===== src/rtl/sll_pkg.sv =====
// Shared types, constants and arithmetic helpers for the stereo look-ahead limiter.
`default_nettype none
package sll_pkg;

    localparam int SAMPLE_BITS     = 24;
    localparam int INT_BITS        = SAMPLE_BITS + 8;
    localparam int GAIN_BITS       = 24;
    localparam int DELAY_DEPTH_DEF = 256;
    localparam int DIV_BITS        = GAIN_BITS + SAMPLE_BITS - 1;
    localparam int DIV_CNT_BITS    = $clog2(DIV_BITS);

    localparam logic [GAIN_BITS-1:0] UNITY_GAIN = 24'd65536;
    localparam logic [GAIN_BITS-1:0] GAIN_FLOOR = 24'd655;
    localparam logic [20:0]          DC_LEAK    = 21'd1288490;
    localparam logic [24:0]          RAMP_ONE   = 25'h1000000;

    // register indexes (byte address / 4)
    localparam logic [2:0] REG_THRESHOLD = 3'd0;
    localparam logic [2:0] REG_PREAMP    = 3'd1;
    localparam logic [2:0] REG_POSTAMP   = 3'd2;
    localparam logic [2:0] REG_RECOVER   = 3'd3;
    localparam logic [2:0] REG_LOOKAHEAD = 3'd4;
    localparam logic [2:0] REG_RECIP     = 3'd5;
    localparam logic [2:0] REG_MODE      = 3'd6;

    // mode bit positions
    localparam int MODE_LINEAR = 0;
    localparam int MODE_DC_OFF = 1;
    localparam int MODE_BYPASS = 2;
    localparam int MODE_MUTE   = 3;

    typedef struct packed {
        logic signed [SAMPLE_BITS-1:0] left_in;
        logic signed [SAMPLE_BITS-1:0] right_in;
    } t_in_item;

    typedef struct packed {
        logic signed [SAMPLE_BITS-1:0] left_out;
        logic signed [SAMPLE_BITS-1:0] right_out;
        logic [GAIN_BITS-1:0]          applied_gain;
    } t_out_item;

    typedef struct packed {
        logic [23:0] threshold;
        logic [23:0] preamp_gain;
        logic [23:0] postamp_gain;
        logic [31:0] recover_step;
        logic [7:0]  lookahead;
        logic [24:0] recip_step;
        logic [3:0]  mode_bits;
    } t_cfg;

    typedef enum logic [3:0] {
        OP_NONE, OP_CLR, OP_PRE, OP_DC, OP_POST, OP_GAIN, OP_TEST, OP_DIV,
        OP_SPAN, OP_WA, OP_WB, OP_WC, OP_RDLAST, OP_RDOUT, OP_MULOUT, OP_BYP
    } t_op;

    typedef struct packed {
        t_op  op;
        logic accept;
    } t_dp_cmd;

    typedef struct packed {
        logic mute;
        logic bypass;
        logic trigger;
        logic walk_on;
        logic div_last;
        logic walk_end;
        logic clr_last;
        logic out_free;
    } t_dp_stat;

    // floor((v + 2^15) / 2^16)
    function automatic logic signed [63:0] rnd_shr16(input logic signed [63:0] v);
        rnd_shr16 = (v + 64'sd32768) >>> 16;
    endfunction

    // floor((v + 2^31) / 2^32)
    function automatic logic signed [63:0] rnd_shr32(input logic signed [63:0] v);
        rnd_shr32 = (v + 64'sd2147483648) >>> 32;
    endfunction

    function automatic logic signed [INT_BITS-1:0] sat_int(input logic signed [63:0] v);
        logic signed [63:0] hi;
        logic signed [63:0] lo;
        hi = (64'sd1 <<< (INT_BITS - 1)) - 64'sd1;
        lo = -hi - 64'sd1;
        if (v > hi) begin
            sat_int = hi[INT_BITS-1:0];
        end else if (v < lo) begin
            sat_int = lo[INT_BITS-1:0];
        end else begin
            sat_int = v[INT_BITS-1:0];
        end
    endfunction

    function automatic logic signed [SAMPLE_BITS-1:0] sat_smp(input logic signed [63:0] v);
        logic signed [63:0] hi;
        logic signed [63:0] lo;
        hi = (64'sd1 <<< (SAMPLE_BITS - 1)) - 64'sd1;
        lo = -hi - 64'sd1;
        if (v > hi) begin
            sat_smp = hi[SAMPLE_BITS-1:0];
        end else if (v < lo) begin
            sat_smp = lo[SAMPLE_BITS-1:0];
        end else begin
            sat_smp = v[SAMPLE_BITS-1:0];
        end
    endfunction

endpackage
`default_nettype wire


===== src/rtl/sll_regs.sv =====
// APB configuration register bank.
`default_nettype none
module sll_regs (
    input  logic          i_clk,
    input  logic          i_rst_n,
    input  logic          psel,
    input  logic          penable,
    input  logic          pwrite,
    input  logic [4:0]    paddr,
    input  logic [31:0]   pwdata,
    output logic [31:0]   prdata,
    output logic          pready,
    output sll_pkg::t_cfg o_cfg
);
    import sll_pkg::*;

    t_cfg       r_cfg;
    logic [2:0] idx;
    logic       wr;

    assign idx    = paddr[4:2];
    assign wr     = psel && penable && pwrite;
    assign pready = 1'b1;
    assign o_cfg  = r_cfg;

    always_ff @(posedge i_clk) begin
        if (!i_rst_n) begin
            r_cfg.threshold    <= 24'd65536;
            r_cfg.preamp_gain  <= 24'd65536;
            r_cfg.postamp_gain <= 24'd65536;
            r_cfg.recover_step <= 32'd63258;
            r_cfg.lookahead    <= 8'd100;
            r_cfg.recip_step   <= 25'd167772;
            r_cfg.mode_bits    <= 4'd0;
        end else if (wr) begin
            unique case (idx)
                REG_THRESHOLD: r_cfg.threshold    <= pwdata[23:0];
                REG_PREAMP:    r_cfg.preamp_gain  <= pwdata[23:0];
                REG_POSTAMP:   r_cfg.postamp_gain <= pwdata[23:0];
                REG_RECOVER:   r_cfg.recover_step <= pwdata;
                REG_LOOKAHEAD: r_cfg.lookahead    <= pwdata[7:0];
                REG_RECIP:     r_cfg.recip_step   <= pwdata[24:0];
                REG_MODE:      r_cfg.mode_bits    <= pwdata[3:0];
                default: ;
            endcase
        end
    end

    always_comb begin
        unique case (idx)
            REG_THRESHOLD: prdata = {8'd0, r_cfg.threshold};
            REG_PREAMP:    prdata = {8'd0, r_cfg.preamp_gain};
            REG_POSTAMP:   prdata = {8'd0, r_cfg.postamp_gain};
            REG_RECOVER:   prdata = r_cfg.recover_step;
            REG_LOOKAHEAD: prdata = {24'd0, r_cfg.lookahead};
            REG_RECIP:     prdata = {7'd0, r_cfg.recip_step};
            REG_MODE:      prdata = {28'd0, r_cfg.mode_bits};
            default:       prdata = 32'd0;
        endcase
    end
endmodule
`default_nettype wire


===== config.mk =====
export PLATFORM = sky130hd
export DESIGN_NAME = sll_regs
export DESIGN_NICKNAME = d
export VERILOG_FILES = /design/src/rtl/sll_pkg.sv /design/src/rtl/sll_regs.sv
export SDC_FILE = /design/constraint.sdc
export NUM_CORES = 1
export LEC_CHECK = 0
export ABC_CLOCK_PERIOD_IN_PS = 3800
export BUFFER_PORTS_ARGS = -buffer_cell sky130_fd_sc_hd__buf_2
export CAP_MARGIN = 25
export CORE_MARGIN = 4
export CORE_UTILIZATION = 40
export DETAILED_ROUTE_END_ITERATION = 6
export GPL_TIMING_DRIVEN = 0
export PLACE_DENSITY_LB_ADDON = 0.12
export SLEW_MARGIN = 20
export SYNTH_ARGS = -nofsm -noshare
export SYNTH_HDL_FRONTEND = slang
export SYNTH_SLANG_ARGS = --single-unit

===== constraint.sdc =====
create_clock -name i_clk -period 3.8 [get_ports i_clk]
set_clock_uncertainty 0.2 [all_clocks]
set_input_delay 0.19 -clock i_clk [delete_from_list [all_inputs] [get_ports i_clk]]
set_output_delay 0.19 -clock i_clk [all_outputs]
set_load 0.05 [all_outputs]

== After elaboration in Yosys (flattened, before gate mapping) ==
Cells that the tools add are included.

* Input port bits: 42
* Memories kept: 0
* Flip-flop bits (word level): 141
* Bits in read-only memories: 0
* Bits in latches: 0
* RAM bits: 0
* Word-level logic and storage cells: 24

* Shifts and indexed selects: 0
* Equal/unequal tests: 6
* Multipliers: 0
* Add/subtract/negate cells: 0
* Reduce and logical (&&, ||, !) cells: 10
* Divide/modulo/power cells: 0
* $lt $le $gt $ge: 0
* Muxes and demuxes: 1
* Bitwise logic cells: 0

{| class="wikitable"
|+ Operators with widths
! operator !! count
|-
| 32-bit one-hot mux with 7 select lines || 1
|-
| 2-bit AND reduction || 7
|-
| 3-bit equality test, second input constant || 3
|-
| 3-bit by 2-bit equality test with 1-bit output, second input constant || 2
|-
| 3-bit by 1-bit equality test with 1-bit output, second input constant || 1
|-
| 3-bit logical NOT || 1
|-
| 1-bit logical AND || 2
|}

== Longest topological paths before layout ==
Gate-level depths: netlist (run 1).

* Word-level depth: 3
* Gate-level depth with buffers: 6
* Depth with buffers taken out: 3

== Worst setup path after synthesis (run 1) ==
Ideal clock, no wire load.

* Path kind: register -> output
* Start: register r_cfg (netlist bit o_cfg[1])
* End: output port prdata[1]
* Arrival time: 2.214 ns
* Path buffers: 0
* Setup slack: 1.196 ns
* Stages on the path, launching flop included: 4
* Cell sequence: dfxtp_1 -> mux2i_1 -> o221a_2 -> a221oi_1

* Cells in the longest elaborated chain, start to end: 1

{| class="wikitable"
|+ Ends and longest elaborated chain
! item !! line !! RTL
|-
| start: declaration || sll_regs.sv:17 || <nowiki>t_cfg r_cfg;</nowiki>
|-
| 32-bit one-hot mux with 7 select lines || sll_regs.sv:50 || <nowiki>unique case (idx)</nowiki>
|-
| end: declaration || sll_regs.sv:11 || <nowiki>output logic [31:0] prdata,</nowiki>
|}

No other way between the ends.

== Final worst setup path (run 1) ==
* Start: input port paddr[4]
* End: output port prdata[16]

* Cells in the longest elaborated chain, start to end: 2

{| class="wikitable"
|+ Ends and longest elaborated chain
! item !! line !! RTL
|-
| start: declaration || sll_regs.sv:9 || <nowiki>input logic [4:0] paddr,</nowiki>
|-
| 3-bit equality test (tied with other cells) || sll_regs.sv:50 ||
|-
| 32-bit one-hot mux with 7 select lines (*) || sll_regs.sv:50 ||
|}

Mark *: on every way between the ends. The rest lies on a longest branch, timed or not.

==> key figures, run 1 <==
Worst setup path
  • Crit path largest cell delay: approximately 0.38 ns
  • R2R Path End: o_cfg[46]
  • Worst path slowest cell: buf_2
  • Reg-to-Reg Start: o_cfg[46]
  • Most Frequent Cell on Critical Path: buf_2
  • Startpoint Class: primary input
  • Reg2reg setup slack: 2.85 ns
  • Required @ worst endpoint: 3.41 ns
  • Worst R2R Path Depth: 2
  • Crit Path Class: in -> out
  • Worst-path cell chain: buf_2 -> buf_2 -> and3b_1 -> clkbuf_1 -> buf_2 -> nand2_1 -> o221ai_1 -> buf_2
  • CP arrival: ~2 ns
  • Setup crit start: paddr[4]
  • Crit path max fanout: 10
  • Buf+Inv Stages, Crit Path: 5
  • CP top delay family: buffers and inverters
  • Setup crit end kind: output pin

GRT
  • Pin count of the biggest net entering global routing: 17
  • GRT overflow: 0
  • First-pass GRT wire length: 35,600 um
  • Number of global-route vias before repair: 6,172
  • GRT Overall Usage: 26.2%
  • Initial antenna violation count: 0

Yosys
  • Mapped Cells: 663
  • Synth cell types: 34
  • Syn nets: 705
  • Yosys warnings: 0
  • Seq/Total Area, Yosys: 44.4%
  • EDFF count, synth: 0
  • Most area-consuming cells after synthesis: dfxtp_1 (44%), mux2i_1 (26%), nand2_1 (9.5%)
  • Synthesized area per cell: between 9 and 10 sq um
  • Synth Register Bits: 141
  • Largest area contributor in the netlist: dfxtp_1
  • Post-Syn Area: about 6400 sq um
  • Main synth FF type: dfxtp_1
  • Post-synth top area share: 44.4%
  • Synth async-reset ratio: 0%

Routing
  • Routed met3 length: 1930 um
  • ANT nets after route: 0
  • Detailed router's first-iteration violation count: about 480
  • Top routing layer in use: met4
  • Remaining DRCs: 0
  • DR WL met2: 11,700 um
  • Met1 WL: 9780 um
  • Via Count: 6,181
  • Final wirelength: roughly 24,000 um
  • DR pass1 iterations: 5
  • Drt wl/cell: 20.9 um
  • Vias per inst: between 5 and 6

Pwr
  • Total power: 3.53 mW
  • Peak supply drop: about 310 uV
  • Pleak: 4.00 nW
  • Internal: between 2 and 3 mW
  • Comb power frac: 10.8%
  • Sequential Power Share: 42.5%
  • Clk network pwr share: 46.7%
  • P_sw: 882 uW
  • Sw frac: 25.0%
  • Pwr Density: about 410 nW/um^2

Cells and area
  • Antenna cells: 0
  • Multi-input logic area: between 3000 and 4000 sq um
  • Share of layout cells above drive strength 1: just under 30%
  • Commonest non-fill, non-tap cell in the layout: buf_2
  • Storage cell area: 2820 sq um
  • Nets: 967
  • Most frequent cells in the layout: buf_2 (223), mux2i_1 (168), nand2_1 (161)
  • P&R area growth vs syn: 35.1%
  • Filler Cell Count: around 1,400
  • Largest register FFs: approximately 140

Run status
  • Status: complete, no violations

Floorplanning
  • Chip width: approximately 130 um
  • Chip height: between 100 and 150 um
  • Std cell rows: 45
  • Die footprint: 18,000 sq um
  • Total I/O pin count: between 200 and 250
  • Area of the core: 15,400 sq um
  • Initial core utilization: 41.3%

Clocking
  • Clock Tree Root: clkbuf_16
  • CTS tree: built
  • Num Clock Sinks: between 100 and 150
  • Worst skew pair latency: 0.42 ns
  • Max H-tree Level: 4
  • # resized after CTS: 0
  • CTS buffer count: 17
  • CTS Buffer Depth: 2
  • CTS clk-pin slew, worst paths: 0.06 ns

Placed design
  • Number of port buffers: between 200 and 250
  • GPL Wtd Cong: 0.866
  • Dpl hpwl: 17,000 um

STA
  • RSZ-0062 raised after global routing: no
  • Least-Margin Pin Slew: 0.869 ns
  • Setup_tns: 0 ns
  • Setup Viol. Count Final: 0
  • F_max: 410 MHz
  • Final Hold Fails: 0
  • Slew Limit Headroom: ~42%
  • Tcrit/Tclk final: between 60% and 70%
  • Post-layout min period: 2.44 ns
  • Pins over their slew limit: 0

Min path
  • Hold Path Class: in -> reg
  • WHS Path Cells: 3
  • Hold path endpoint: o_cfg[38]
  • HP Start: paddr[2]

Run
  • Max Cap Violations: 0
[kinds of logic (layout without fill, tap and decap cells)]
logic type             after synthesis  in the layout  share of synthesized area [%]
and+or+nand+nor                    191            191                           13.1
muxes                              171            171                           27.2
DFF                                141            141                           44.4
AOI/OAI and AO/OA                   84             84                           9.61
buffers and inverters               75            349                           5.67
other                                1              1                         0.0590
[cell type report]
cell class / instances / share of cell area, %
timing repair buffer: 243 / 16.0
tap: 211 / 3.08
clock inverter: 6 / 0.962
inverter: 18 / 0.787
sequential: 141 / 32.9
clock buffer: 25 / 5.89
multi-input combinational: 447 / 37.0
buffer: 57 / 3.41
[worst reg2reg max path: cells and delay by family (launching register included)]
| family | cells | cell delay [ns] |
|---|---|---|
| AOI/OAI and AO/OA | 2 | 0.26 |
| DFF | 1 | 0.33 |
[power by group through the flow]
| stage | Clock, mW | Sequential, mW | Combinational [mW] |
|---|---|---|---|
| detailed placement | 0 | 1.53 | 0.353 |
| floorplan | 0 | 1.58 | 0.186 |
| finish | 1.65 | 1.50 | 0.381 |
| global placement | 0 | 1.53 | 0.349 |
| CTS | 1.67 | 1.50 | 0.379 |
| global route | 1.74 | 1.50 | 0.400 |
[what timing repair did]
| item | CTS | global route |
|---|---|---|
| setup buffers | 0 | 0 |
| hold endpoints to repair | 133 | 0 |
| hold buffers | 32 | 0 |
[worst max-delay path by stage]
stage	to	slack, ns	cells after the start
6_report	prdata[16]	1.36	8
3_3_place_gp	prdata[17]	1.41	8
3_5_place_dp	prdata[16]	1.39	8
5_1_grt	prdata[17]	1.30	8
4_1_cts	prdata[16]	1.39	8
2_1_floorplan	prdata[1]	1.20	3
[per-stage QoR]
step | instances | util (%) | setup WS [ns] | instance area, sq um | hold slack (ns)
final | 1148 | 55.8 | 1.36 | 8580 | 0.0347
after global routing | 1148 | 55.8 | 1.30 | 8580 | 0.0342
after CTS | 1148 | 55.8 | 1.39 | 8580 | 0.0178
after detailed placement | 1085 | 49.9 | 1.39 | 7670 | 0.251
after global placement | 1085 | 49.9 | 1.41 | 7670 | 0.241
after floorplan | 663 | - | 1.20 | 6350 | 0.132
[cell usage after synthesis, drive strengths merged (2+ instances only)]
library cell and count:
a221oi 3, a22oi 2, and3 8, buf 25, clkbuf 32, dfxtp 141
inv 18, mux2 2, mux2i 168, nand2 162, nand2b 3, nand3 3
nor2 6, nor2b 3, o211ai 11, o21ai 31, o221a 3, o221ai 15
o22a 4, o311ai 14, or2 2
[metal layers]
metal,global-route usage (%),up-vias
met4,8.99,0
met2,45.1,283
li1,-,2841
met1,31.2,3016
met5,0,-
met3,8.06,41
Note: power is estimated with default switching activity, not from simulation.
==> run 2: changes to the inputs <==
--- a/config.mk
+++ b/config.mk
@@ -5,7 +5,7 @@
 export SDC_FILE = /design/constraint.sdc
 export NUM_CORES = 1
 export LEC_CHECK = 0
-export ABC_CLOCK_PERIOD_IN_PS = 3800
+export ABC_CLOCK_PERIOD_IN_PS = 2050
 export BUFFER_PORTS_ARGS = -buffer_cell sky130_fd_sc_hd__buf_2
 export CAP_MARGIN = 25
 export CORE_MARGIN = 4
==> constraint.sdc (replaced) <==
create_clock -name i_clk -period 2.05 [get_ports i_clk]
set_clock_uncertainty 0.2 [all_clocks]
set_input_delay 0.1025 -clock i_clk [delete_from_list [all_inputs] [get_ports i_clk]]
set_output_delay 0.1025 -clock i_clk [all_outputs]
set_load 0.05 [all_outputs]
==> key figures, run 2 (synthesized netlist as in run 1, its figures left out) <==
Run status
  • Status: complete, no violations

Pwr
  • Peak supply drop: 533 uV
  • Comb power frac: 11.3%
  • Internal: around 4.7 mW
  • Sequential Power Share: a little over two fifths
  • P_sw: 1.68 mW
  • Pleak: approximately 4 nW
  • Sw frac: between 20% and 30%
  • Pwr Density: 744 nW/um^2
  • Clk network pwr share: between 40% and 50%

Worst setup path
  • Crit path largest cell delay: roughly 0.63 ns
  • Worst path slowest cell: clkbuf_1
  • Crit Path Class: in -> out
  • CP top delay family: buffers and inverters
  • Crit path max fanout: 10
  • Worst-path cell chain: buf_2 -> nand2b_1 -> buf_2 -> clkbuf_1 -> o221ai_1 -> buf_4
  • Most Frequent Cell on Critical Path: buf_2
  • Required @ worst endpoint: approximately 1.8 ns
  • Reg2reg setup slack: roughly 1.1 ns
  • CP arrival: 1.72 ns
  • Startpoint Class: primary input
  • Buf+Inv Stages, Crit Path: 4
  • Setup crit end kind: output pin

Floorplanning
  • Std cell rows: 45
  • Area of the core: approximately 15,000 sq um
  • Initial core utilization: 41.3%
  • Die footprint: 18,000 sq um
  • Total I/O pin count: 216
  • Chip height: 134 um
  • Chip width: 134 um

GRT
  • Pin count of the biggest net entering global routing: 17
  • GRT Overall Usage: 26.7%
  • Number of global-route vias before repair: 6,315
  • First-pass GRT wire length: ~36,000 um
  • GRT overflow: 0
  • Initial antenna violation count: 0

Cells and area
  • Most frequent cells in the layout: buf_2 (217), mux2i_1 (168), nand2_1 (161)
  • Antenna cells: 0
  • Final instance count without filler cells: approximately 1,200
  • Share of layout cells above drive strength 1: slightly below 30%
  • Largest register FFs: roughly 140
  • P&R area growth vs syn: 35.7%
  • Filler Cell Count: 1,412
  • Nets: 971
  • Commonest non-fill, non-tap cell in the layout: buf_2

Clocking
  • Clock Tree Root: clkbuf_16
  • CTS Buffer Depth: 2
  • CTS buffer count: 17
  • Num Clock Sinks: 141
  • CTS tree: built
  • CTS clk-pin slew, worst paths: 0.06 ns
  • Max H-tree Level: 4
  • Worst skew pair latency: 0.42 ns

Placed design
  • Cells after DPL: roughly 1,100
  • GPL Wtd Cong: 0.835
  • Dpl hpwl: roughly 17,000 um
  • Number of port buffers: 211
  • Setup WS pre-CTS: -0.192 ns

STA
  • Setup Viol. Count Final: 0
  • Setup WS post-layout: 0.0248 ns
  • Least-Margin Pin Slew: 0.791 ns
  • F_max: roughly 490 MHz
  • Pins over their slew limit: 0
  • Post-layout min period: 2.03 ns
  • Slew Limit Headroom: 47.3%
  • Tcrit/Tclk final: 98.8%
  • Final Hold Fails: 0
  • Setup_tns: 0 ns

Routing
  • Remaining DRCs: 0
  • ANT nets after route: 0
  • Via Count: 6,172
  • DR pass1 iterations: 5
  • Drt wl/cell: 21.1 um
  • Vias per inst: 5.35
  • Final wirelength: 24,400 um
  • Detailed router's first-iteration violation count: 400

Run
  • Max Cap Violations: 0

Min path
  • Hold Path Class: in -> reg
-- run 2: cell count changes in the layout (fill, tap and decap cells not counted), sizes merged --
cell         before  now
clkbuf           57   60
dlygate4sd3      32   37
buf             236  232
clkinv            3    5
bufinv            2    1
-- run 2: worst register-to-register path, stage by stage (launching register included) --
cell and delay (ns):
dfxtp_1 0.35, o21ai_0 0.08, o311ai_0 0.17
-- run 2: metrics by stage --
| step | hold slack (ns) | area, sq um | total power [mW] | utilization, % |
|---|---|---|---|---|
| 2_1_floorplan | 0.0447 | 6370 | 3.27 | - |
| 3_3_place_gp | 0.157 | 7690 | 3.49 | 50.1 |
| 3_5_place_dp | 0.165 | 7690 | 3.50 | 50.1 |
| 4_1_cts | 0.00889 | 8610 | 6.42 | 56.0 |
| 5_1_grt | 0.0464 | 8620 | 6.60 | 56.1 |
| 6_report | 0.0195 | 8620 | 6.42 | 56.1 |
-- run 2: layer usage --
metal	vias to the layer above	track usage (%)	part of all wire (%)
met2	272	45.0	48
li1	2846	-	-
met5	-	0	0
met1	3012	32.8	41
met3	42	7.13	8.0
met4	0	9.73	2.5
-- run 2: power by group through the flow --
stage | combinational [mW] | clock (mW) | sequential [mW]
after CTS | 0.717 | 2.92 | 2.78
after global routing | 0.761 | 3.05 | 2.79
after global placement | 0.653 | 0 | 2.84
after detailed placement | 0.660 | 0 | 2.84
after floorplan | 0.350 | 0 | 2.92
final | 0.726 | 2.91 | 2.78
-- run 2: what timing repair did --
item,CTS,global route
hold endpoints to repair,141,0
hold buffers,37,0
gates resized for setup,2,6
buffers inserted,0,0
endpoints found under the setup margin,11,9
-- run 2: area by class of cell --
class | count | area, sq um | share of cell area [%]
tap | 211 | 264 | 3.06
clock inverter | 7 | 62.6 | 0.725
multi-input combinational | 447 | 3190 | 37.0
buffer | 56 | 294 | 3.41
clock buffer | 25 | 485 | 5.63
sequential | 141 | 2820 | 32.7
inverter | 18 | 67.6 | 0.783
timing repair buffer | 248 | 1440 | 16.7
-- run 2: final timing paths --
kind,startpoint,end,cells after the start
setup / recovery,paddr[4],prdata[15],6
setup reg to reg,o_cfg[31],o_cfg[31],2
hold / removal,paddr[2],o_cfg[69],4
hold reg to reg,o_cfg[67],o_cfg[67],2
