**src/rtl/sll_pkg.sv**
```systemverilog
// Shared types, constants and arithmetic helpers for the stereo look-ahead limiter.
`default_nettype none
package sll_pkg;

    localparam int SAMPLE_BITS     = 24;
    localparam int INT_BITS        = SAMPLE_BITS + 8;
    localparam int GAIN_BITS       = 24;
    localparam int DELAY_DEPTH_DEF = 256;
    localparam int DIV_BITS        = GAIN_BITS + SAMPLE_BITS - 1;
    localparam int DIV_CNT_BITS    = $clog2(DIV_BITS);

    localparam logic [GAIN_BITS-1:0] UNITY_GAIN = 24'd65536;
    localparam logic [GAIN_BITS-1:0] GAIN_FLOOR = 24'd655;
    localparam logic [20:0]          DC_LEAK    = 21'd1288490;
    localparam logic [24:0]          RAMP_ONE   = 25'h1000000;

    // register indexes (byte address / 4)
    localparam logic [2:0] REG_THRESHOLD = 3'd0;
    localparam logic [2:0] REG_PREAMP    = 3'd1;
    localparam logic [2:0] REG_POSTAMP   = 3'd2;
    localparam logic [2:0] REG_RECOVER   = 3'd3;
    localparam logic [2:0] REG_LOOKAHEAD = 3'd4;
    localparam logic [2:0] REG_RECIP     = 3'd5;
    localparam logic [2:0] REG_MODE      = 3'd6;

    // mode bit positions
    localparam int MODE_LINEAR = 0;
    localparam int MODE_DC_OFF = 1;
    localparam int MODE_BYPASS = 2;
    localparam int MODE_MUTE   = 3;

    typedef struct packed {
        logic signed [SAMPLE_BITS-1:0] left_in;
        logic signed [SAMPLE_BITS-1:0] right_in;
    } t_in_item;

    typedef struct packed {
        logic signed [SAMPLE_BITS-1:0] left_out;
        logic signed [SAMPLE_BITS-1:0] right_out;
        logic [GAIN_BITS-1:0]          applied_gain;
    } t_out_item;

    typedef struct packed {
        logic [23:0] threshold;
        logic [23:0] preamp_gain;
        logic [23:0] postamp_gain;
        logic [31:0] recover_step;
        logic [7:0]  lookahead;
        logic [24:0] recip_step;
        logic [3:0]  mode_bits;
    } t_cfg;

    typedef enum logic [3:0] {
        OP_NONE, OP_CLR, OP_PRE, OP_DC, OP_POST, OP_GAIN, OP_TEST, OP_DIV,
        OP_SPAN, OP_WA, OP_WB, OP_WC, OP_RDLAST, OP_RDOUT, OP_MULOUT, OP_BYP
    } t_op;

    typedef struct packed {
        t_op  op;
        logic accept;
    } t_dp_cmd;

    typedef struct packed {
        logic mute;
        logic bypass;
        logic trigger;
        logic walk_on;
        logic div_last;
        logic walk_end;
        logic clr_last;
        logic out_free;
    } t_dp_stat;

    // floor((v + 2^15) / 2^16)
    function automatic logic signed [63:0] rnd_shr16(input logic signed [63:0] v);
        rnd_shr16 = (v + 64'sd32768) >>> 16;
    endfunction

    // floor((v + 2^31) / 2^32)
    function automatic logic signed [63:0] rnd_shr32(input logic signed [63:0] v);
        rnd_shr32 = (v + 64'sd2147483648) >>> 32;
    endfunction

    function automatic logic signed [INT_BITS-1:0] sat_int(input logic signed [63:0] v);
        logic signed [63:0] hi;
        logic signed [63:0] lo;
        hi = (64'sd1 <<< (INT_BITS - 1)) - 64'sd1;
        lo = -hi - 64'sd1;
        if (v > hi) begin
            sat_int = hi[INT_BITS-1:0];
        end else if (v < lo) begin
            sat_int = lo[INT_BITS-1:0];
        end else begin
            sat_int = v[INT_BITS-1:0];
        end
    endfunction

    function automatic logic signed [SAMPLE_BITS-1:0] sat_smp(input logic signed [63:0] v);
        logic signed [63:0] hi;
        logic signed [63:0] lo;
        hi = (64'sd1 <<< (SAMPLE_BITS - 1)) - 64'sd1;
        lo = -hi - 64'sd1;
        if (v > hi) begin
            sat_smp = hi[SAMPLE_BITS-1:0];
        end else if (v < lo) begin
            sat_smp = lo[SAMPLE_BITS-1:0];
        end else begin
            sat_smp = v[SAMPLE_BITS-1:0];
        end
    endfunction

endpackage
`default_nettype wire

```
**src/rtl/sll_ctrl.sv**
```systemverilog
// Sequencer for the limiter: walks each item through the datapath steps.
`default_nettype none
module sll_ctrl (
    input  logic              i_clk,
    input  logic              i_rst_n,
    input  logic              i_in_valid,
    output logic              o_in_ready,
    input  sll_pkg::t_dp_stat i_stat,
    output sll_pkg::t_dp_cmd  o_cmd
);
    import sll_pkg::*;

    typedef enum logic [3:0] {
        ST_CLR, ST_IDLE, ST_PRE, ST_DC, ST_POST, ST_GAIN, ST_TEST, ST_DIV,
        ST_SPAN, ST_WA, ST_WB, ST_WC, ST_RDLAST, ST_RDOUT, ST_MULOUT, ST_BYP
    } t_state;

    t_state r_state;
    t_state n_state;
    logic   accept;

    assign o_in_ready   = (r_state == ST_IDLE);
    assign accept       = o_in_ready && i_in_valid;
    assign o_cmd.accept = accept;

    always_comb begin
        unique case (r_state)
            ST_CLR:    o_cmd.op = OP_CLR;
            ST_IDLE:   o_cmd.op = OP_NONE;
            ST_PRE:    o_cmd.op = OP_PRE;
            ST_DC:     o_cmd.op = OP_DC;
            ST_POST:   o_cmd.op = OP_POST;
            ST_GAIN:   o_cmd.op = OP_GAIN;
            ST_TEST:   o_cmd.op = OP_TEST;
            ST_DIV:    o_cmd.op = OP_DIV;
            ST_SPAN:   o_cmd.op = OP_SPAN;
            ST_WA:     o_cmd.op = OP_WA;
            ST_WB:     o_cmd.op = OP_WB;
            ST_WC:     o_cmd.op = OP_WC;
            ST_RDLAST: o_cmd.op = OP_RDLAST;
            ST_RDOUT:  o_cmd.op = OP_RDOUT;
            ST_MULOUT: o_cmd.op = OP_MULOUT;
            ST_BYP:    o_cmd.op = OP_BYP;
            default:   o_cmd.op = OP_NONE;
        endcase
    end

    always_comb begin
        n_state = r_state;
        unique case (r_state)
            ST_CLR:    if (i_stat.clr_last) n_state = ST_IDLE;
            ST_IDLE: begin
                if (accept) begin
                    n_state = (i_stat.mute || i_stat.bypass) ? ST_BYP : ST_PRE;
                end
            end
            ST_PRE:    n_state = ST_DC;
            ST_DC:     n_state = ST_POST;
            ST_POST:   n_state = ST_GAIN;
            ST_GAIN:   n_state = ST_TEST;
            ST_TEST:   n_state = (i_stat.trigger && i_stat.walk_on) ? ST_DIV : ST_RDLAST;
            ST_DIV:    if (i_stat.div_last) n_state = ST_SPAN;
            ST_SPAN:   n_state = ST_WA;
            ST_WA:     n_state = ST_WB;
            ST_WB:     n_state = ST_WC;
            ST_WC:     n_state = i_stat.walk_end ? ST_RDLAST : ST_WA;
            ST_RDLAST: n_state = ST_RDOUT;
            ST_RDOUT:  n_state = ST_MULOUT;
            ST_MULOUT: if (i_stat.out_free) n_state = ST_IDLE;
            ST_BYP:    if (i_stat.out_free) n_state = ST_IDLE;
            default:   n_state = ST_IDLE;
        endcase
    end

    always_ff @(posedge i_clk) begin
        if (!i_rst_n) begin
            r_state <= ST_CLR;
        end else begin
            r_state <= n_state;
        end
    end
endmodule
`default_nettype wire

```
**config.mk**
```make
export PLATFORM = sky130hd
export DESIGN_NAME = sll_ctrl
export DESIGN_NICKNAME = d
export VERILOG_FILES = /design/src/rtl/sll_pkg.sv /design/src/rtl/sll_ctrl.sv
export SDC_FILE = /design/constraint.sdc
export NUM_CORES = 1
export LEC_CHECK = 0
export BUFFER_PORTS_ARGS = -buffer_cell sky130_fd_sc_hd__buf_4
export CAP_MARGIN = 15
export CORE_AREA = 2 2 39 41
export DETAILED_ROUTE_END_ITERATION = 10
export DIE_AREA = 0 0 41 43
export PLACE_DENSITY = 0.75
export SETUP_SLACK_MARGIN = 0.15
export SYNTH_ARGS = -nofsm -noshare
export SYNTH_HDL_FRONTEND = slang
export SYNTH_SLANG_ARGS = --single-unit
```
**constraint.sdc**
```tcl
create_clock -name i_clk -period 2.9 [get_ports i_clk]
set_input_delay 0.58 -clock i_clk [delete_from_list [all_inputs] [get_ports i_clk]]
set_output_delay 0.58 -clock i_clk [all_outputs]
set_load 0.02 [all_outputs]
```
# == Yosys cells after proc, flatten, opt, wreduce, memory -nomap -nowiden ==
# Memories as Yosys holds them, arrays and structs flattened. A register that Yosys moved wholly into a read port is not among the register bits.
# Cells that the tools add are included.
# Widths: inputs -> output; s select.
# word_totals
inputBits,11
rom_bits,64
memories,1
ff_bits,4
out_inout_bits,6
# memory_table
name,depth,word_bits,rd,rd_clocked_by_memory_dff,wr,line_no,source
(name not given),16,4,1,1,0,sll_ctrl.sv:27,unique case (r_state)
# op_classes
reduce_logical,6
n_eq_ne,19
mux,10
# ops
op,n
$pmux 4 s15,1
$eq 4x4->1 const B,8
$mux 4,8
$eq 4x3->1 const B,4
$eq 4x2->1 const B,2
$eq 4x1->1 const B,1
$logic_not 4->1,1
$ne 2x1->1 const B,2
$ne 2x2->1 const B,2
$reduce_and 4->1,1
$mux 3,1
$logic_and 1x1->1,2
$reduce_or 2->1,1
$logic_or 1x1->1,1

# == Longest topological paths before layout ==
# Gate-level depths: netlist of run 1.
# logic_depth
word_depth,6
mapped_depth,5

# == Least setup slack after synthesis of run 1 ==
# Ideal clock, no wire load.
# synth_timing
path_type,reg-to-output
start,register r_state[1]
end,output o_cmd[0] (netlist bit)
n_path_buf,2
arrival_ps,1367
setup_slack_ps,953
stages_incl_launch_ff,5
required_time_ps,2320
cell_sequence,dfxtp_1 > buf_6 > nor4b_2 > and2_1 > buf_4
# synth_via
elab_chain_len,2
# synth_rtl
element,line_no,source
start: declaration,sll_ctrl.sv:18,t_state r_state;
start signal: assignment,sll_ctrl.sv:79,r_state <= n_state;
$eq 4x1->1,sll_ctrl.sv:22,assign o_in_ready = (r_state == ST_IDLE);
net o_in_ready,sll_ctrl.sv:7,"output logic o_in_ready,"
$logic_and 1x1->1,sll_ctrl.sv:23,assign accept = o_in_ready && i_in_valid;
end: declaration,sll_ctrl.sv:9,output sll_pkg::t_dp_cmd o_cmd
# The timed path passes the listed nets, and every way through them passes these cells.

==> metrics.md, run 1 <==
| Metric | Value |
|---|---|
| PortBufs | `16` |
| Syn_area_per_cell | `8.76 µm²` |
| Fin worst setup slack | `~700 ps` |
| Max-cap violations | `0` |
| DP Area | `around 660 µm²` |
| Distinct cell type count after synthesis | `39` |
| Area Overhead vs Synth | `23.4%` |
| Avg Vias per Cell | `just under 6` |
| Seq/Total Area, Yosys | `0.290` |
| Clk pin slew, worst setup/hold paths | `around 50 ps` |
| Hold Path Sink | `o_cmd[1]$_DFF_P_` |
| Final instance area | `between 600 and 700 µm²` |
| Root buf cell | `clkbuf_4` |
| Cell Area, Synth | `~550 µm²` |
| WL final | `around 1.3 mm` |
| Max-slew violation count | `0` |
| Starting DRT DRC Count | `13` |
| WS Path Type | `flop to output pin` |
| Setup violators final | `0` |
| Reg-to-reg setup timing slack | `between 1000 and 1500 ps` |
| Remaining DRCs | `0` |
| Clock latency on the worst-skew pair | `between 200 and 300 ps` |
| Starting Density | `0.399` |
| Final total power | `722 µW` |
| Finished Layout Cells | `92` |
| Reg-to-Reg Start | `r_state[1]$_SDFFE_PN0N_` |
| Slowest-stage cell, CP | `dfxtp_1` |
| Setup Skew | `around 6.4 ps` |
| Worst Path Required | `between 2000 and 2500 ps` |
| Row count | `14` |
| Hold path start | `i_rst_n` |
| Slew HR | `0.607` |
| PD cells | `1060 nW/µm²` |
| Number of diodes | `0` |
| Startpoint Class | `flop` |
| Via count | `between 500 and 600` |
| Vias in the first global route | `~470` |
| Total iterations of the first detailed-routing run | `6` |
| Cells on Worst Hold Path | `2` |
| Post-CTS Repair Setup Buffers | `0` |
| Critical path arrival | `~1600 ps` |
| Synthesized flop and latch total | `8` |
| Crit path max fanout | `16` |
| Largest net degree at the start of global routing | `18` |
| Syn Nets | `74` |
| CP top delay family | `flip-flops` |
| Post-route setup TNS | `0 ps` |
| Async set-or-reset flop fraction in the synthesized netlist | `0` |
| CTS sink count | `8` |
| Fmax | `about 460 MHz` |
| GP Congestion | `~0.77` |
| Time the worst path needs with I/O delays and setup | `around 2200 ps` |
| Tcrit/Tclk final | `0.755` |
| Filler Cells Inserted | `~140` |
| Critical Path Sink Type | `output pin` |
| First-pass GRT wire length | `between 1.5 and 2 mm` |
| CTS tree | `done` |
| I/O Pins | `17` |
| DP Worst Slack | `between 1000 and 1500 ps` |
| Htree depth | `1` |
| Final core occ | `0.492` |
| Die Ht | `roughly 43 µm` |
| Die area | `~1800 µm²` |
| Gate count of the mapped netlist | `63` |
| Final Hold Slack | `569 ps` |
| CP max stage delay | `~640 ps` |
| Register area | `approximately 160 µm²` |
| Dominant synthesized flop cell | `dfxtp_1` |
| Placed Cells | `89` |
| Worst VDD drop | `~0.00036 V` |
| Reg2Reg Depth | `4` |
| Number of hold buffers added after CTS | `0` |
| Post-cts sizing count | `0` |
| Most frequent cells in the layout | `buf_4, dfxtp_1, a211oi_1` |
| RSZ-0062 raised after global routing | `no` |
| CTS max path bufs | `2` |
| Synth warn | `0` |
| Width of the die | `~40 µm` |
| Crit path launch | `r_state[0]$_SDFFE_PN0N_` |
| Endpoints failing hold | `0` |
| Count of flip-flops with a built-in enable after synthesis | `0` |
| Commonest non-fill, non-tap cell in the layout | `buf_4` |
| TritonCTS buffer count | `3` |
| WP buf/inv | `1` |
| CP Cell Sequence | `nor4b_2 > and2_1 > buf_4` |
| Reg2reg end | `o_cmd[2]$_DFF_P_` |
| Layout cell share with drive strength beyond 1 | `0.329` |
| Pleak | `roughly 0.29 nW` |
| Run status | `finished, final reports clean` |
| Tot GR Track Use | `0.156` |
| Multi-input combinational cell area | `around 350 µm²` |
| HP Class | `input port to flop` |
| Placed wire-length estimate | `870 µm` |
| Initial antenna violation count | `0` |
| Detail Route Antenna Nets | `0` |
| Routed WL per cell | `about 14 µm` |
| Final #Nets | `89` |
| Grt ovf | `0` |
| CORE AREA | `about 1400 µm²` |
| Least-Margin Pin Slew | `around 600 ps` |
## layout make-up
class                   instances  area share
multi-input cells              46       0.509
flip-flops and latches          8       0.235
well taps                      16      0.0294
repair buffers                 16       0.176
clock buffers                   3      0.0331
inverters                       3      0.0165
## power breakdown
part           switching, mW  internal [mW]  leakage (nW)  total, mW
Combinational          0.201          0.188         0.207      0.389
Sequential            0.0939          0.153        0.0661      0.247
Clock                 0.0380         0.0474        0.0138     0.0853
## worst max-delay path by stage
stage / endpoint / depth (start not counted)
CTS: o_cmd[0] / 3
global route: o_cmd[0] / 3
floorplan: o_cmd[0] / 4
global placement: o_cmd[0] / 3
detailed placement: o_cmd[0] / 3
finish: o_cmd[0] / 3
## synth_stat cells (2+ instances only)
| cell | instances | area [µm²] |
|---|---|---|
| dfxtp_1 | 8 | 160 |
| a211oi_1 | 4 | 30.0 |
| a21oi_1 | 3 | 15.0 |
| clkbuf_1 | 3 | 11.3 |
| inv_1 | 3 | 11.3 |
| nor2_1 | 3 | 11.3 |
| a31oi_1 | 2 | 12.5 |
| a41o_1 | 2 | 20.0 |
| nand2_1 | 2 | 7.51 |
| nand4b_1 | 2 | 17.5 |
| o21a_1 | 2 | 15.0 |
| o21ai_0 | 2 | 10.0 |
## registers in the layout, summed over array words and instances (netlist names)
register and flops:
r_state 4, o_cmd 4
## kinds of logic after synthesis
group	after synthesis	share of synthesized area
buf+inv	9	0.0816
simple gates	16	0.193
xor+xnor	1	0.0159
compound gates	29	0.420
flops	8	0.290
## metal layers
metal / up-vias / global-route usage / routed length, µm
li1: 275 / - / -
met1: 248 / 0.186 / 560
met2: 19 / 0.259 / 602
met3: 5 / 0.0157 / 59
met4: 0 / 0.0800 / 29
met5: - / 0 / 0
Power figures use the tool's default switching activity.
==> inputs of run 2 (changes only) <==
PLACE_DENSITY = 0.77   (was 0.75)
clock period = 2 ns   (was 2.9 ns; I/O delays follow)
==> metrics.md, run 2 (same netlist as run 1, synthesis figures left out) <==
| Metric | Value |
|---|---|
| Layout cell share with drive strength beyond 1 | `0.385` |
| Htree depth | `1` |
| Sw Ratio | `0.447` |
| Reg-to-reg setup timing slack | `440 ps` |
| I/O Pins | `17` |
| WL final | `between 1 and 1.5 mm` |
| CORE AREA | `around 1400 µm²` |
| Tcrit/Tclk final | `0.845` |
| Cells on Worst Hold Path | `2` |
| Avg Vias per Cell | `5.81` |
| Starting Density | `0.399` |
| Hold Path Sink | `o_cmd[1]$_DFF_P_` |
| Clock latency on the worst-skew pair | `around 260 ps` |
| Row count | `14` |
| Time the worst path needs with I/O delays and setup | `1690 ps` |
| Reg2Reg Depth | `4` |
| Number of hold buffers added after CTS | `0` |
| Grt ovf | `0` |
| Die area | `approximately 1800 µm²` |
| Least-Margin Pin Slew | `473 ps` |
| Number of diodes | `0` |
| Width of the die | `slightly above 40 µm` |
| GP Congestion | `0.819` |
| CP top delay family | `simple AND/OR/NAND/NOR gates` |
| HP Class | `input port to flop` |
| Worst VDD drop | `roughly 0.00049 V` |
| Remaining DRCs | `0` |
| RSZ-0062 raised after global routing | `no` |
| Vias in the first global route | `around 430` |
| Worst path depth | `3` |
| CP Cell Sequence | `nor4b_4 > and2_1 > buf_4` |
| Sequential Power Share | `0.299` |
| PD cells | `between 1500 and 2000 nW/µm²` |
| CP max stage delay | `approximately 370 ps` |
| CTS max path bufs | `2` |
| Critical path arrival | `1290 ps` |
| Max-cap violations | `0` |
| Detail Route Antenna Nets | `0` |
| Setup violators final | `0` |
| Root buf cell | `clkbuf_4` |
| P_sw | `486 µW` |
| Pleak | `0.302 nW` |
| Reg-to-Reg Start | `r_state[1]$_SDFFE_PN0N_` |
| Max-slew violation count | `0` |
| Combinational power share | `0.587` |
| Hold path start | `i_rst_n` |
| Most frequent cells in the layout | `buf_4, dfxtp_1, a211oi_1` |
| Slowest-stage cell, CP | `dfxtp_1` |
| Worst Path Required | `around 1600 ps` |
| WS Path Type | `flop to output pin` |
| Routed WL per cell | `~13 µm` |
| Endpoints failing hold | `0` |
| Run status | `finished, final reports clean` |
| Initial antenna violation count | `0` |
| Clock power share | `0.114` |
| Commonest non-fill, non-tap cell in the layout | `buf_4` |
| Via count | `546` |
| Final #Nets | `91` |
| Reg2reg end | `r_state[0]$_SDFFE_PN0N_` |
| Clk pin slew, worst setup/hold paths | `about 60 ps` |
| Post-route setup TNS | `0 ps` |
| Starting DRT DRC Count | `8` |
| WP buf/inv | `1` |
| Critical Path Sink Type | `output pin` |
| PortBufs | `16` |
| First-pass GRT wire length | `approximately 1.8 mm` |
| Fmax | `roughly 590 MHz` |
| Die Ht | `43 µm` |
| Final core occ | `0.512` |
| Largest net degree at the start of global routing | `16` |
| CTS tree | `done` |
| P_int | `601 µW` |
| Area Overhead vs Synth | `28.3%` |
| TritonCTS buffer count | `3` |
| Tot GR Track Use | `0.148` |
| Placed wire-length estimate | `roughly 870 µm` |
| Slew HR | `0.684` |
| Total iterations of the first detailed-routing run | `4` |
| Crit path max fanout | `6` |
| Setup Skew | `~6.5 ps` |
| CTS sink count | `8` |
| Startpoint Class | `flop` |
run 2: cell count changes in the layout (fill, tap and decap cells not counted):
cell / previous run / this run
nor4b_4: 0 / 1
dfxtp_1: 8 / 5
dfxtp_2: 0 / 3
nor4b_2: 1 / 0
buf_4: 16 / 18
run 2: cell type report:
| class | count | area [µm²] |
|---|---|---|
| well taps | 16 | 20.0 |
| multi-input cells | 46 | 355 |
| flip-flops and latches | 8 | 164 |
| fillers | 137 | 676 |
| clock buffers | 3 | 22.5 |
| repair buffers | 18 | 135 |
| inverters | 3 | 11.3 |
run 2: how the worst max path moves through the flow:
stage                            startpoint                      end
finish              r_state[1]$_SDFFE_PN0N_                 o_cmd[0]
global route        r_state[2]$_SDFFE_PN0N_                 o_cmd[0]
CTS                 r_state[2]$_SDFFE_PN0N_                 o_cmd[0]
detailed placement  r_state[2]$_SDFFE_PN0N_  r_state[0]$_SDFFE_PN0N_
global placement    r_state[2]$_SDFFE_PN0N_  r_state[0]$_SDFFE_PN0N_
floorplan           r_state[1]$_SDFFE_PN0N_                 o_cmd[0]
run 2: power by group through the flow:
stage               combinational [mW]  clock (mW)  sequential (mW)
global placement                 0.619           0            0.313
CTS                              0.636       0.126            0.319
finish                           0.638       0.124            0.325
global route                     0.693       0.133            0.338
floorplan                        0.485           0            0.299
detailed placement               0.622           0            0.315
run 2: timing repair:
action,4_1_cts,5_1_grt
buffers inserted,0,0
endpoints found under the setup margin,1,1
resized for setup,1,3
pin swaps,0,0
run 2: metrics by stage:
stage | setup WS [ps] | hold slack (ps) | area [µm²] | total power, mW | instances
after floorplan | 233 | 489 | 552 | 0.784 | 63
after global placement | 390 | 644 | 673 | 0.932 | 91
after detailed placement | 374 | 644 | 673 | 0.936 | 91
after CTS | 204 | 380 | 704 | 1.08 | 94
after global routing | 229 | 391 | 708 | 1.16 | 94
final | 311 | 381 | 708 | 1.09 | 94
run 2: metal layers:
| metal | track usage | part of all wire | vias up | routed length, µm |
|---|---|---|---|---|
| met5 | 0 | 0 | - | 0 |
| met4 | 0.0600 | 0.0084 | 0 | 10 |
| met3 | 0.0471 | 0.039 | 2 | 46 |
| met2 | 0.238 | 0.49 | 16 | 583 |
| met1 | 0.173 | 0.46 | 252 | 544 |
| li1 | - | - | 276 | - |
==> inputs of run 3 (changes only) <==
clock period = 1.5 ns   (was 2 ns; I/O delays follow)
==> metrics.md, run 3 (same netlist as run 1, synthesis figures left out) <==
| Metric | Value |
|---|---|
| Run status | `finished with violations` |
| Failing checks | `setup timing` |
| Critical Path Sink Type | `output pin` |
| Placed wire-length estimate | `942 µm` |
| TritonCTS buffer count | `3` |
| P_int | `around 1.1 mW` |
| Setup Skew | `~8.4 ps` |
| Least-Margin Pin Slew | `around 330 ps` |
| Area Overhead vs Synth | `61.0%` |
| PortBufs | `16` |
| Reg-to-reg setup timing slack | `-20 ps` |
| Max-slew violation count | `0` |
| Starting Density | `0.399` |
| Crit path max fanout | `3` |
| Number of diodes | `0` |
| Die Ht | `about 43 µm` |
| Hold path start | `i_rst_n` |
| Pleak | `~0.37 nW` |
| Grt ovf | `0` |
| Hold Path Sink | `o_cmd[1]$_DFF_P_` |
| Slew HR | `0.777` |
| DP Area | `~730 µm²` |
| Final core occ | `0.642` |
| Largest net degree at the start of global routing | `14` |
| Die area | `1760 µm²` |
| Cells on Worst Hold Path | `2` |
| Width of the die | `just over 40 µm` |
| Startpoint Class | `flop` |
| Htree depth | `1` |
| Fmax | `638 MHz` |
| First-pass GRT wire length | `~2.3 mm` |
| Combinational power share | `0.714` |
| Clock latency on the worst-skew pair | `between 200 and 300 ps` |
| Routed WL per cell | `between 15 and 20 µm` |
| CTS max path bufs | `2` |
| Final #Nets | `100` |
| Sw Ratio | `0.441` |
| Starting DRT DRC Count | `6` |
| Worst VDD drop | `~0.0008 V` |
| WS Path Type | `flop to output pin` |
| Clock power share | `0.088` |
| Max-cap violations | `0` |
| Total iterations of the first detailed-routing run | `4` |
| I/O Pins | `17` |
| Reg2Reg Depth | `4` |
| Worst Path Required | `about 1200 ps` |
| Root buf cell | `clkbuf_4` |
| Time the worst path needs with I/O delays and setup | `about 1600 ps` |
| Avg Vias per Cell | `5.91` |
| Remaining DRCs | `0` |
| Commonest non-fill, non-tap cell in the layout | `buf_4` |
| Most frequent cells in the layout | `buf_4, dfxtp_1, a211oi_2` |
| Via count | `just over 600` |
| Tot GR Track Use | `0.190` |
| Clk pin slew, worst setup/hold paths | `~50 ps` |
| Setup violators final | `4` |
| CORE AREA | `1380 µm²` |
| PD cells | `~2100 nW/µm²` |
| Detail Route Antenna Nets | `0` |
| Endpoints failing hold | `0` |
| Initial antenna violation count | `0` |
| Post-route setup TNS | `-104 ps` |
| Critical path arrival | `1270 ps` |
| Sequential Power Share | `0.198` |
| Reg2reg end | `r_state[0]$_SDFFE_PN0N_` |
| P_sw | `around 830 µW` |
| Tcrit/Tclk final | `1.04` |
| CTS tree | `done` |
| HP Class | `input port to flop` |
| Reg-to-Reg Start | `r_state[2]$_SDFFE_PN0N_` |
| DP Worst Slack | `-96.2 ps` |
| Layout cell share with drive strength beyond 1 | `0.586` |
| RSZ-0062 raised after global routing | `yes` |
| WL final | `roughly 1.6 mm` |
| Final instance area | `about 900 µm²` |
| GP Congestion | `between 0.7 and 0.8` |
| Vias in the first global route | `584` |
| CTS sink count | `8` |
| Fin worst setup slack | `-66.4 ps` |
| Row count | `14` |
-- run 3: metal layers --
layer / part of all wire / track usage
met5: 0 / 0
met4: 0 / 0.0400
met3: 0.036 / 0.0524
met2: 0.53 / 0.344
met1: 0.43 / 0.205
-- run 3: metrics by stage --
stage | hold slack (ps) | total power, mW | instances
floorplan | 389 | 1.08 | 63
global placement | 552 | 1.35 | 96
detailed placement | 543 | 1.36 | 96
CTS | 284 | 1.70 | 103
global route | 303 | 2.01 | 103
finish | 300 | 1.88 | 103
-- run 3: worst max path at each step --
stage,cells past startpoint,start,endpoint,slack [ps]
global placement,5,i_stat[1],r_state[1]$_SDFFE_PN0N_,-80
global route,4,r_state[2]$_SDFFE_PN0N_,o_cmd[0],-150
CTS,4,r_state[2]$_SDFFE_PN0N_,o_cmd[0],-40
floorplan,4,r_state[2]$_SDFFE_PN0N_,o_cmd[4]$_DFF_P_,60
detailed placement,5,i_stat[1],r_state[1]$_SDFFE_PN0N_,-100
finish,4,r_state[2]$_SDFFE_PN0N_,o_cmd[0],-70
-- run 3: cell type report --
class | instances | area (µm²)
Fill cell | 98 | 495
Multi-Input combinational cell | 46 | 450
Timing Repair Buffer | 27 | 218
Sequential cell | 8 | 166
Clock buffer | 3 | 22.5
Tap cell | 16 | 20.0
Inverter | 3 | 11.3
-- run 3: power by group through the flow --
stage / Combinational (mW) / Clock, mW / Sequential [mW]
5_1_grt: 1.45 / 0.179 / 0.380
2_1_floorplan: 0.675 / 0 / 0.408
3_3_place_gp: 0.971 / 0 / 0.376
4_1_cts: 1.17 / 0.165 / 0.368
3_5_place_dp: 0.979 / 0 / 0.378
6_report: 1.34 / 0.165 / 0.372
-- run 3: timing repair --
| item | CTS | global route |
|---|---|---|
| hold buffers | 0 | 0 |
| setup endpoints to repair | 10 | 10 |
| resized for setup | 14 | 9 |
| endpoints found under the hold margin | 0 | 0 |
| setup buffers | 4 | 0 |
| pin swaps | 16 | 1 |
-- run 3: worst max-delay path, cell delays in order, from the launching register on --
cell,delay [ps]
dfxtp_2,330
buf_8,120
nor4b_4,260
and2_4,200
buf_6,110
